## config.mk

```make
export PLATFORM = sky130hd
export DESIGN_NAME = pulse_rate_detector_flat
export DESIGN_NICKNAME = d
export VERILOG_FILES = /design/src/hw/rtl/prd_pkg.sv /design/src/hw/rtl/prd_channels.sv /design/src/hw/rtl/prd_div.sv /design/src/hw/rtl/pulse_rate_detector.sv /design/src/flat_wrapper.sv
export VERILOG_INCLUDE_DIRS = /design/src /design/src/hw/rtl
export SDC_FILE = /design/constraint.sdc
export NUM_CORES = 1
export LEC_CHECK = 0
export CAP_MARGIN = 20
export CORE_MARGIN = 5
export CORE_UTILIZATION = 50
export DETAILED_ROUTE_END_ITERATION = 7
export DONT_BUFFER_PORTS = 1
export HOLD_SLACK_MARGIN = 0.08
export PLACE_DENSITY = 0.75
export SETUP_SLACK_MARGIN = 0.3
export SLEW_MARGIN = 20
export SYNTH_ARGS = -nofsm -noshare
export SYNTH_HDL_FRONTEND = slang
export SYNTH_HIERARCHICAL = 1
export SYNTH_SLANG_ARGS = --single-unit
```

## constraint.sdc

```tcl
create_clock -name clk -period 9.4 [get_ports clk]
set_input_delay 1.88 -clock clk [delete_from_list [all_inputs] [get_ports clk]]
set_output_delay 1.88 -clock clk [all_outputs]
set_load 0.03 [all_outputs]
```

## src/hw/rtl/pulse_rate_detector_defines.svh

```systemverilog
// Assertion macros used by the pulse rate detector RTL.
`ifndef PULSE_RATE_DETECTOR_DEFINES_SVH
`define PULSE_RATE_DETECTOR_DEFINES_SVH
`ifndef SYNTHESIS
// Checks that a property holds at every clock edge outside reset.
`define PRD_ASSERT(lbl, clk, rst, prop, msg) \
  lbl: assert property (@(posedge clk) disable iff (rst) (prop)) else $error(msg);
// Checks that a condition never holds at a clock edge outside reset.
`define PRD_NEVER(lbl, clk, rst, cond, msg) \
  lbl: assert property (@(posedge clk) disable iff (rst) !(cond)) else $error(msg);
`else
`define PRD_ASSERT(lbl, clk, rst, prop, msg)
`define PRD_NEVER(lbl, clk, rst, cond, msg)
`endif
`endif

```

## src/hw/rtl/prd_pkg.sv

```systemverilog
// Shared widths, register indexes and reset values of the pulse rate detector.
`default_nettype none
package prd_pkg;

  localparam int SAMPLE_W   = 16;
  localparam int THR_W      = 12;
  localparam int RATE_W     = 16;
  localparam int LIMIT_W    = 15;
  localparam int INTERVAL_W = 32;
  localparam int CFG_W      = 16;
  localparam int CFG_IDX_W  = 2;

  typedef enum logic [CFG_IDX_W-1:0] {
    CFG_PULSE_THRESHOLD  = 2'd0,
    CFG_TICKS_PER_MINUTE = 2'd1,
    CFG_HIGH_RATE_LIMIT  = 2'd2,
    CFG_SAMPLE_LIMIT     = 2'd3
  } cfg_index_t;

  localparam logic signed [THR_W-1:0] THRESHOLD_RESET  = 12'sd500;
  localparam logic [RATE_W-1:0]       TPM_RESET        = 16'd6000;
  localparam logic [RATE_W-1:0]       HIGH_LIMIT_RESET = 16'd75;
  localparam logic [LIMIT_W-1:0]      SAMPLE_LIM_RESET = 15'd1100;

endpackage
`default_nettype wire

```

## src/hw/rtl/prd_channels.sv

```systemverilog
// Handshake interfaces for the sample and result channels.
`default_nettype none
interface prd_in_if
  import prd_pkg::*;
();
  logic                       valid;
  logic                       ready;
  logic signed [SAMPLE_W-1:0] sample;

  modport source (output valid, output sample, input ready);
  modport sink   (input valid, input sample, output ready);
endinterface

interface prd_out_if
  import prd_pkg::*;
();
  logic                  valid;
  logic                  ready;
  logic                  sample_valid;
  logic                  peak_seen;
  logic [INTERVAL_W-1:0] beat_interval;
  logic [RATE_W-1:0]     beat_rate;
  logic [RATE_W-1:0]     mean_rate;
  logic                  mean_updated;
  logic                  mode_high;

  modport source (output valid, output sample_valid, output peak_seen,
                  output beat_interval, output beat_rate, output mean_rate,
                  output mean_updated, output mode_high, input ready);
  modport sink   (input valid, input sample_valid, input peak_seen,
                  input beat_interval, input beat_rate, input mean_rate,
                  input mean_updated, input mode_high, output ready);
endinterface
`default_nettype wire

```

## src/hw/rtl/prd_div.sv

```systemverilog
// Bit-serial restoring divider, one quotient bit per cycle.
`default_nettype none
module prd_div
  import prd_pkg::*;
#(
  parameter int NUM_W = 19,
  parameter int DEN_W = 32
) (
  input  logic             clk,
  input  logic             rst,
  input  logic             start,
  input  logic [NUM_W-1:0] numer,
  input  logic [DEN_W-1:0] denom,
  output logic             busy,
  output logic             done,
  output logic [NUM_W-1:0] quot
);

  localparam int CMP_W = (NUM_W > DEN_W) ? NUM_W : DEN_W;
  localparam int CNT_W = $clog2(NUM_W + 1);

  logic [NUM_W-1:0] rem;
  logic [NUM_W-1:0] quo;
  logic [DEN_W-1:0] den;
  logic [CNT_W-1:0] cnt;

  logic [NUM_W-1:0] trial;
  logic [CMP_W-1:0] trial_ext;
  logic [CMP_W-1:0] den_ext;
  logic             fits;

  // The remainder stays below 2^(NUM_W-1) before each shift, so its top bit can drop.
  assign trial     = {rem[NUM_W-2:0], quo[NUM_W-1]};
  assign trial_ext = CMP_W'(trial);
  assign den_ext   = CMP_W'(den);
  assign fits      = trial_ext >= den_ext;
  assign quot      = quo;

  always_ff @(posedge clk) begin
    if (rst) begin
      busy <= 1'b0;
      done <= 1'b0;
      cnt  <= '0;
    end else begin
      done <= 1'b0;
      if (start) begin
        busy <= 1'b1;
        cnt  <= '0;
        rem  <= '0;
        quo  <= numer;
        den  <= denom;
      end else if (busy) begin
        rem <= fits ? NUM_W'(trial_ext - den_ext) : trial;
        quo <= {quo[NUM_W-2:0], fits};
        cnt <= cnt + CNT_W'(1);
        if (cnt == CNT_W'(NUM_W - 1)) begin
          busy <= 1'b0;
          done <= 1'b1;
        end
      end
    end
  end

endmodule
`default_nettype wire

```

## src/hw/rtl/pulse_rate_detector.sv

```systemverilog
// Top level of the pulse rate detector: beat detection, interval, rate and mean rate.
//
// The block takes one signed sensor sample per word on the samples channel and
// returns exactly one result word per sample on the results channel. Both
// channels use valid/ready; a word moves when both are high at a clock edge.
// Registers are written through cfg_wr_en, cfg_index and cfg_data; the user
// must write them only while the block is idle; the block does not enforce it.
// A sample that gives no rate (invalid, no peak, first peak) goes from
// evaluation straight to the output step; a peak that measures a rate also
// runs the divider for the rate, and when that rate fills the last ring
// entry the ring is summed and the divider runs again for the mean.
// NUM_W is the width of the shared serial divider, 16 + clog2(AVG_LEN) bits;
// the divider produces one quotient bit per cycle. The sum of the rate ring
// is taken one entry per cycle.
// One sample is processed at a time; the sample channel is ready again at the
// edge where the result enters the output register, even while that result
// still waits to be taken. If the receiver stalls, the next result holds in
// its final step until the output register is free.
// Reset clears the tick counter, peak state and held values, and loads the
// register defaults; it is synchronous, with no clearing pass.
`default_nettype none
`include "pulse_rate_detector_defines.svh"
module pulse_rate_detector
  import prd_pkg::*;
#(
  parameter int AVG_LEN   = 5,
  parameter int TICK_BITS = 32
) (
  input  logic                 clk,
  input  logic                 rst,
  input  logic                 cfg_wr_en,
  input  logic [CFG_IDX_W-1:0] cfg_index,
  input  logic [CFG_W-1:0]     cfg_data,
  prd_in_if.sink               samples,
  prd_out_if.source            results
);

  // Width of the ring index and of the rate sum.
  localparam int IDX_W = (AVG_LEN > 1) ? $clog2(AVG_LEN) : 1;
  localparam int SUM_W = RATE_W + ((AVG_LEN > 1) ? $clog2(AVG_LEN) : 0);
  localparam logic [IDX_W-1:0] RING_LAST = IDX_W'(AVG_LEN - 1);

  typedef enum logic [2:0] {
    S_IDLE,
    S_EVAL,
    S_RATE_GO,
    S_RATE_WAIT,
    S_SUM,
    S_MEAN_GO,
    S_MEAN_WAIT,
    S_OUT
  } state_t;

  // Configuration registers.
  logic signed [THR_W-1:0] pulse_threshold;
  logic [RATE_W-1:0]       ticks_per_minute;
  logic [RATE_W-1:0]       high_rate_limit;
  logic [LIMIT_W-1:0]      sample_limit;

  // Detector state.
  state_t                     state;
  logic [TICK_BITS-1:0]       tick_count;
  logic [TICK_BITS-1:0]       last_peak_tick;
  logic                       peak_valid;
  logic signed [SAMPLE_W-1:0] sample_reg;
  logic signed [SAMPLE_W-1:0] prev_sample;
  logic                       disarmed;
  logic [RATE_W-1:0]          ring [AVG_LEN];
  logic [IDX_W-1:0]           ring_fill;
  logic [IDX_W-1:0]           sum_idx;
  logic [SUM_W-1:0]           sum;
  logic [TICK_BITS-1:0]       held_interval;
  logic [RATE_W-1:0]          held_rate;
  logic [RATE_W-1:0]          held_mean;
  logic                       item_valid;
  logic                       item_peak;
  logic                       item_upd;

  // Output register.
  logic                  out_valid;
  logic                  out_sample_valid;
  logic                  out_peak_seen;
  logic [INTERVAL_W-1:0] out_interval;
  logic [RATE_W-1:0]     out_rate;
  logic [RATE_W-1:0]     out_mean;
  logic                  out_upd;
  logic                  out_high;

  // Sample classification, all on the registered sample.
  logic [SAMPLE_W-1:0]        mag;
  logic signed [SAMPLE_W-1:0] thr_ext;
  logic                       smp_ok;
  logic                       above;
  logic                       below;
  logic                       is_peak;

  // Shared divider.
  logic                 div_start;
  logic [SUM_W-1:0]     div_numer;
  logic [TICK_BITS-1:0] div_denom;
  logic                 div_busy;
  logic                 div_done;
  logic [SUM_W-1:0]     div_quot;

  assign mag     = sample_reg[SAMPLE_W-1] ? SAMPLE_W'(-sample_reg) : SAMPLE_W'(sample_reg);
  assign thr_ext = SAMPLE_W'(pulse_threshold);
  assign smp_ok  = mag < SAMPLE_W'(sample_limit);
  assign above   = sample_reg > thr_ext;
  assign below   = sample_reg < thr_ext;
  // A peak is a falling sample above the threshold while the detector is armed.
  assign is_peak = above && (prev_sample > sample_reg) && !disarmed;

  assign samples.ready = (state == S_IDLE);

  assign results.valid         = out_valid;
  assign results.sample_valid  = out_sample_valid;
  assign results.peak_seen     = out_peak_seen;
  assign results.beat_interval = out_interval;
  assign results.beat_rate     = out_rate;
  assign results.mean_rate     = out_mean;
  assign results.mean_updated  = out_upd;
  assign results.mode_high     = out_high;

  // The divider serves the rate (ticks per minute over the interval) and then
  // the mean (ring sum over AVG_LEN). A zero interval makes every quotient bit
  // one, which is the saturated rate.
  assign div_start = (state == S_RATE_GO) || (state == S_MEAN_GO);
  assign div_numer = (state == S_MEAN_GO) ? sum : SUM_W'(ticks_per_minute);
  assign div_denom = (state == S_MEAN_GO) ? TICK_BITS'(AVG_LEN) : held_interval;

  prd_div #(
    .NUM_W (SUM_W),
    .DEN_W (TICK_BITS)
  ) u_div (
    .clk   (clk),
    .rst   (rst),
    .start (div_start),
    .numer (div_numer),
    .denom (div_denom),
    .busy  (div_busy),
    .done  (div_done),
    .quot  (div_quot)
  );

  always_ff @(posedge clk) begin
    if (rst) begin
      pulse_threshold  <= THRESHOLD_RESET;
      ticks_per_minute <= TPM_RESET;
      high_rate_limit  <= HIGH_LIMIT_RESET;
      sample_limit     <= SAMPLE_LIM_RESET;
    end else if (cfg_wr_en) begin
      unique case (cfg_index_t'(cfg_index))
        CFG_PULSE_THRESHOLD:  pulse_threshold  <= cfg_data[THR_W-1:0];
        CFG_TICKS_PER_MINUTE: ticks_per_minute <= cfg_data[RATE_W-1:0];
        CFG_HIGH_RATE_LIMIT:  high_rate_limit  <= cfg_data[RATE_W-1:0];
        CFG_SAMPLE_LIMIT:     sample_limit     <= cfg_data[LIMIT_W-1:0];
        default: ;
      endcase
    end
  end

  always_ff @(posedge clk) begin
    if (rst) begin
      state          <= S_IDLE;
      tick_count     <= '0;
      last_peak_tick <= '0;
      peak_valid     <= 1'b0;
      prev_sample    <= '0;
      disarmed       <= 1'b0;
      ring_fill      <= '0;
      held_interval  <= '0;
      held_rate      <= '0;
      held_mean      <= '0;
      out_valid      <= 1'b0;
    end else begin
      // In S_OUT the output register is reloaded instead, so it is not cleared there.
      if (results.valid && results.ready && (state != S_OUT)) begin
        out_valid <= 1'b0;
      end
      unique case (state)
        S_IDLE: begin
          // The tick counter advances on every sample, valid or not.
          if (samples.valid) begin
            sample_reg <= samples.sample;
            tick_count <= tick_count + TICK_BITS'(1);
            state      <= S_EVAL;
          end
        end
        S_EVAL: begin
          item_valid <= smp_ok;
          item_peak  <= smp_ok && is_peak;
          item_upd   <= 1'b0;
          sum        <= '0;
          sum_idx    <= '0;
          state      <= S_OUT;
          if (smp_ok) begin
            prev_sample <= sample_reg;
            if (below) begin
              disarmed <= 1'b0;
            end
            if (is_peak) begin
              disarmed       <= 1'b1;
              last_peak_tick <= tick_count;
              peak_valid     <= 1'b1;
              // The first peak only records its tick.
              if (peak_valid) begin
                held_interval <= tick_count - last_peak_tick;
                state         <= S_RATE_GO;
              end
            end
          end
        end
        S_RATE_GO: begin
          state <= S_RATE_WAIT;
        end
        S_RATE_WAIT: begin
          if (div_done) begin
            held_rate       <= div_quot[RATE_W-1:0];
            ring[ring_fill] <= div_quot[RATE_W-1:0];
            if (ring_fill == RING_LAST) begin
              ring_fill <= '0;
              state     <= S_SUM;
            end else begin
              ring_fill <= ring_fill + IDX_W'(1);
              state     <= S_OUT;
            end
          end
        end
        S_SUM: begin
          sum <= sum + SUM_W'(ring[sum_idx]);
          if (sum_idx == RING_LAST) begin
            state <= S_MEAN_GO;
          end else begin
            sum_idx <= sum_idx + IDX_W'(1);
          end
        end
        S_MEAN_GO: begin
          state <= S_MEAN_WAIT;
        end
        S_MEAN_WAIT: begin
          if (div_done) begin
            held_mean <= div_quot[RATE_W-1:0];
            item_upd  <= 1'b1;
            state     <= S_OUT;
          end
        end
        S_OUT: begin
          if (!out_valid || results.ready) begin
            out_valid        <= 1'b1;
            out_sample_valid <= item_valid;
            out_peak_seen    <= item_peak;
            out_interval     <= INTERVAL_W'(held_interval);
            out_rate         <= held_rate;
            out_mean         <= held_mean;
            out_upd          <= item_upd;
            out_high         <= held_rate > high_rate_limit;
            state            <= S_IDLE;
          end
        end
        default: begin
          state <= S_IDLE;
        end
      endcase
    end
  end

  `PRD_ASSERT(a_tick_advance, clk, rst, (samples.valid && samples.ready) |=> (tick_count == $past(tick_count) + TICK_BITS'(1)), "tick counter did not advance on a sample")
  `PRD_NEVER(a_div_overlap, clk, rst, div_start && div_busy, "divider started while busy")
  `PRD_NEVER(a_ring_range, clk, rst, ring_fill > RING_LAST, "ring fill out of range")
  `PRD_ASSERT(a_peak_valid, clk, rst, (results.valid && results.peak_seen) |-> results.sample_valid, "peak reported on an invalid sample")
  `PRD_ASSERT(a_mean_peak, clk, rst, (results.valid && results.mean_updated) |-> results.peak_seen, "mean refreshed without a peak")

endmodule
`default_nettype wire

```

## src/flat_wrapper.sv

```systemverilog
// flat-port wrapper written by rule: the top's interface ports become plain ports
module pulse_rate_detector_flat import prd_pkg::*;
#(
  parameter int AVG_LEN   = 5,
  parameter int TICK_BITS = 32
)
  (clk, rst, cfg_wr_en, cfg_index, cfg_data, samples_valid, samples_sample, samples_ready, results_valid, results_sample_valid, results_peak_seen, results_beat_interval, results_beat_rate, results_mean_rate, results_mean_updated, results_mode_high, results_ready);
  prd_in_if samples_i ();
  prd_out_if results_i ();
  input  logic clk;
  input  logic rst;
  input  logic cfg_wr_en;
  input  logic [CFG_IDX_W-1:0] cfg_index;
  input  logic [CFG_W-1:0] cfg_data;
  input wire logic [$bits(samples_i.valid)-1:0] samples_valid;
  input wire logic [$bits(samples_i.sample)-1:0] samples_sample;
  output wire logic [$bits(samples_i.ready)-1:0] samples_ready;
  output wire logic [$bits(results_i.valid)-1:0] results_valid;
  output wire logic [$bits(results_i.sample_valid)-1:0] results_sample_valid;
  output wire logic [$bits(results_i.peak_seen)-1:0] results_peak_seen;
  output wire logic [$bits(results_i.beat_interval)-1:0] results_beat_interval;
  output wire logic [$bits(results_i.beat_rate)-1:0] results_beat_rate;
  output wire logic [$bits(results_i.mean_rate)-1:0] results_mean_rate;
  output wire logic [$bits(results_i.mean_updated)-1:0] results_mean_updated;
  output wire logic [$bits(results_i.mode_high)-1:0] results_mode_high;
  input wire logic [$bits(results_i.ready)-1:0] results_ready;
  assign samples_i.valid = samples_valid;
  assign samples_i.sample = samples_sample;
  assign samples_ready = samples_i.ready;
  assign results_valid = results_i.valid;
  assign results_sample_valid = results_i.sample_valid;
  assign results_peak_seen = results_i.peak_seen;
  assign results_beat_interval = results_i.beat_interval;
  assign results_beat_rate = results_i.beat_rate;
  assign results_mean_rate = results_i.mean_rate;
  assign results_mean_updated = results_i.mean_updated;
  assign results_mode_high = results_i.mode_high;
  assign results_i.ready = results_ready;
  pulse_rate_detector #(.AVG_LEN(AVG_LEN), .TICK_BITS(TICK_BITS)) u_core (.clk(clk), .rst(rst), .cfg_wr_en(cfg_wr_en), .cfg_index(cfg_index), .cfg_data(cfg_data), .samples(samples_i), .results(results_i));
endmodule
```

==> results.md <==
* Total gr overflow at 0
* Most frequent cells in the layout: edfxtp_1 (258), nand2_1 (233), nor2_1 (229)
* Clk_lat worst skew at 0.60 ns
* Final min period at 4.54 ns
* Layout Nets at 2345
* Max_slew headroom at 28.1%
* Yosys cell types at 80
* H-tree Lvls at 2
* CP Capture Type: flop
* Top-area cell type share of the netlist area at 33.5%
* Status: complete, no violations
* RSZ-0062 raised after global routing: false
* Yosys warning count at 6
* Largest net degree at the start of global routing at 231
* DR WL/cell at 19.5 um
* Main area contributors after synthesis: edfxtp_1 (34%), dfxtp_1 (19%), ha_1 (7.4%), nand2_1 (3.8%), nor2_1 (3.8%)
* GRT Total Usage at 21.1%
* Post-CTS sizing at 0
* Hold Path Class: flop to flop
* Post-CTS Hold Fix Bufs at 0
* Setup bufs post-CTS at 0
* Most common cell after layout, fill and taps aside: edfxtp_1
* Mapped Area at 23100 um^2
* Die extent in y at 225 um
* Post-DP Area at 23700 um^2
* Global-route wire length before repair at 85.7 mm
* Least-Margin Pin Slew at 1.07 ns
* CTS buffer count at 49
* Seq cells post-synth at 480
* Max cap viols at 0
* Max-slew violation count at 0
* Critical-path cell list: or4_1, nor4_2, nand2_1, o41ai_1, xnor2_1, ha_1, a21oi_1, o21ai_0, a31o_2, a211oi_1, nand2_1, a21oi_1, nor2_1
* Antenna Diode Count at 0
* Fin Setup TNS at 0 ns
* DRC errors left at 0
* Vias per cell at 5.73
* Initial antenna violation count at 2
* Final Hold Fails at 0
* Clk slew on worst S/H paths at 0.06 ns
* Crit-path slowest cell: nand2_1
* Synth Flop Type: edfxtp_1
* Asr flop ratio synth at 0%
* WHS Path Cells at 0
* CP Data Required Time at 9.87 ns
* DRT antenna net count at 0
* R2r worst-path depth at 13
* WS Path Type: flop to flop
* Layout area overhead at 9.94%
* Hold Path Sink: u_core/results.mean_updated$_DFFE_PP_
* Die X at 225 um
* Clk buf depth at 3
* Seq/Total Area, Yosys at 52.7%
* Port Buffers at 0
* FF-to-FF End: u_core/prev_sample[1]$_SDFFE_PP0P_
* Via count at 16100
* Cell area power density at 195 nW/um^2
* Max reg flops at 80
* Post-Syn Nets at 2362
* Final instance area at 25400 um^2
* Ports at 109
* Drt pass-1 iters at 5
* WL final at 54.6 mm
* Post-Route Skew at 0.0263 ns
* Syn avg cell area at 10.6 um^2
* Leakage power at 9.59 nW
* Reg-to-Reg Start: u_core/sample_reg[0]$_DFFE_PP_
* Crit path DAT at 5.00 ns
* Synthesized instance count at 2184
* Max FO, Critical Path at 33
* Share of cells above drive strength 1 at 9.51%
* Core Footprint at 45600 um^2
* Final core occ at 55.8%
* Fmax at 221 MHz
* Tcrit/Tclk final at 48.2%
* Vias in the first global route at 15600
* Crit start category: flop
* Core Rows at 78
* Hold path startpoint: u_core/item_upd$_DFFE_PP_
* CTS tree: yes
* Post-DP HPWL at 37.9 mm
* Routability congestion estimate from global placement at 0.907
* Initial Utilization at 50.7%
* Sink Count at 480
* Largest Register: u_core/ring
* Post-synth top area cell: edfxtp_1
* Final setup fails at 0
* Die area at 50600 um^2
* Reg2Reg Setup Slack at 4.86 ns
* Crit-path max cell delay at 0.78 ns
* Starting DRC count in detailed routing at 1253
* Peak supply drop at 155 uV
* Root Buffer: clkbuf_16
* Post-synth EDFFs at 258
cells by family after synthesis:
group,synth area share [%]
AND/OR/NAND/NOR,14.5
flip-flops,52.7
AO/OA/AOI/OAI,11.5
buffers and inverters,3.83
adder cells (fa/ha/maj),7.62
multiplexers,6.60
XOR/XNOR,3.14
critical path, delay by kind of cell, from the launching register on:
kind,cells,cell delay [ns]
AOI/OAI and AO/OA,6,1.78
and+or+nand+nor,5,1.86
adders and majority gates,1,0.20
DFF,1,0.45
xor gates and xnor gates,1,0.13
synth_stat cells, types with 23 or more instances:
cell	count
a21o_1	25
a21oi_1	165
and2_1	42
clkbuf_1	67
dfxtp_1	222
edfxtp_1	258
ha_1	136
inv_1	140
mux2_2	51
mux2i_1	59
nand2_1	234
nand3_1	30
nand4_1	28
nor2_1	233
nor3_1	38
o21a_1	23
o21ai_0	62
xnor2_1	42
xor2_1	41
through the flow:
step	cells	hold WS, ns	worst slack [ns]	total power, mW
floorplan	2184	0.400	1.74	2.81
global placement	2716	0.406	5.06	2.92
detailed placement	2716	0.413	4.92	2.94
CTS	2808	0.428	4.89	4.98
global route	2808	0.438	4.49	5.14
finish	2808	0.428	4.86	4.94
worst max path at each step:
stage,startpoint,end,cells after the start
2_1_floorplan,rst,u_core/results.beat_interval[0]$_DFFE_PP_,4
3_3_place_gp,u_core/sample_reg[0]$_DFFE_PP_,u_core/held_interval[17]$_SDFFE_PP0P_,13
3_5_place_dp,u_core/sample_reg[0]$_DFFE_PP_,u_core/prev_sample[1]$_SDFFE_PP0P_,13
4_1_cts,u_core/sample_reg[0]$_DFFE_PP_,u_core/prev_sample[9]$_SDFFE_PP0P_,13
5_1_grt,u_core/sample_reg[0]$_DFFE_PP_,u_core/prev_sample[13]$_SDFFE_PP0P_,14
6_report,u_core/sample_reg[0]$_DFFE_PP_,u_core/prev_sample[1]$_SDFFE_PP0P_,13
area by class of cell:
cell class	count	area [um^2]
sequential	480	12200
inverter	140	526
timing repair buffer	14	105
clock inverter	23	298
clock buffer	69	1410
tap	600	751
fill	3718	20200
multi-input combinational	1482	10100
report_power, final:
group          switching (mW)  internal (mW)
logic                   0.309          0.223
registers              0.0770           2.29
clock network           0.820           1.22
metal layers:
metal,part of all wire [%],vias to the layer above,global-route usage [%]
li1,-,7735,-
met1,45,7833,28.8
met2,47,430,34.6
met3,5.2,93,3.70
met4,2.9,4,6.34
met5,0.038,-,0
No activity file was read; power rests on OpenSTA's default activity.
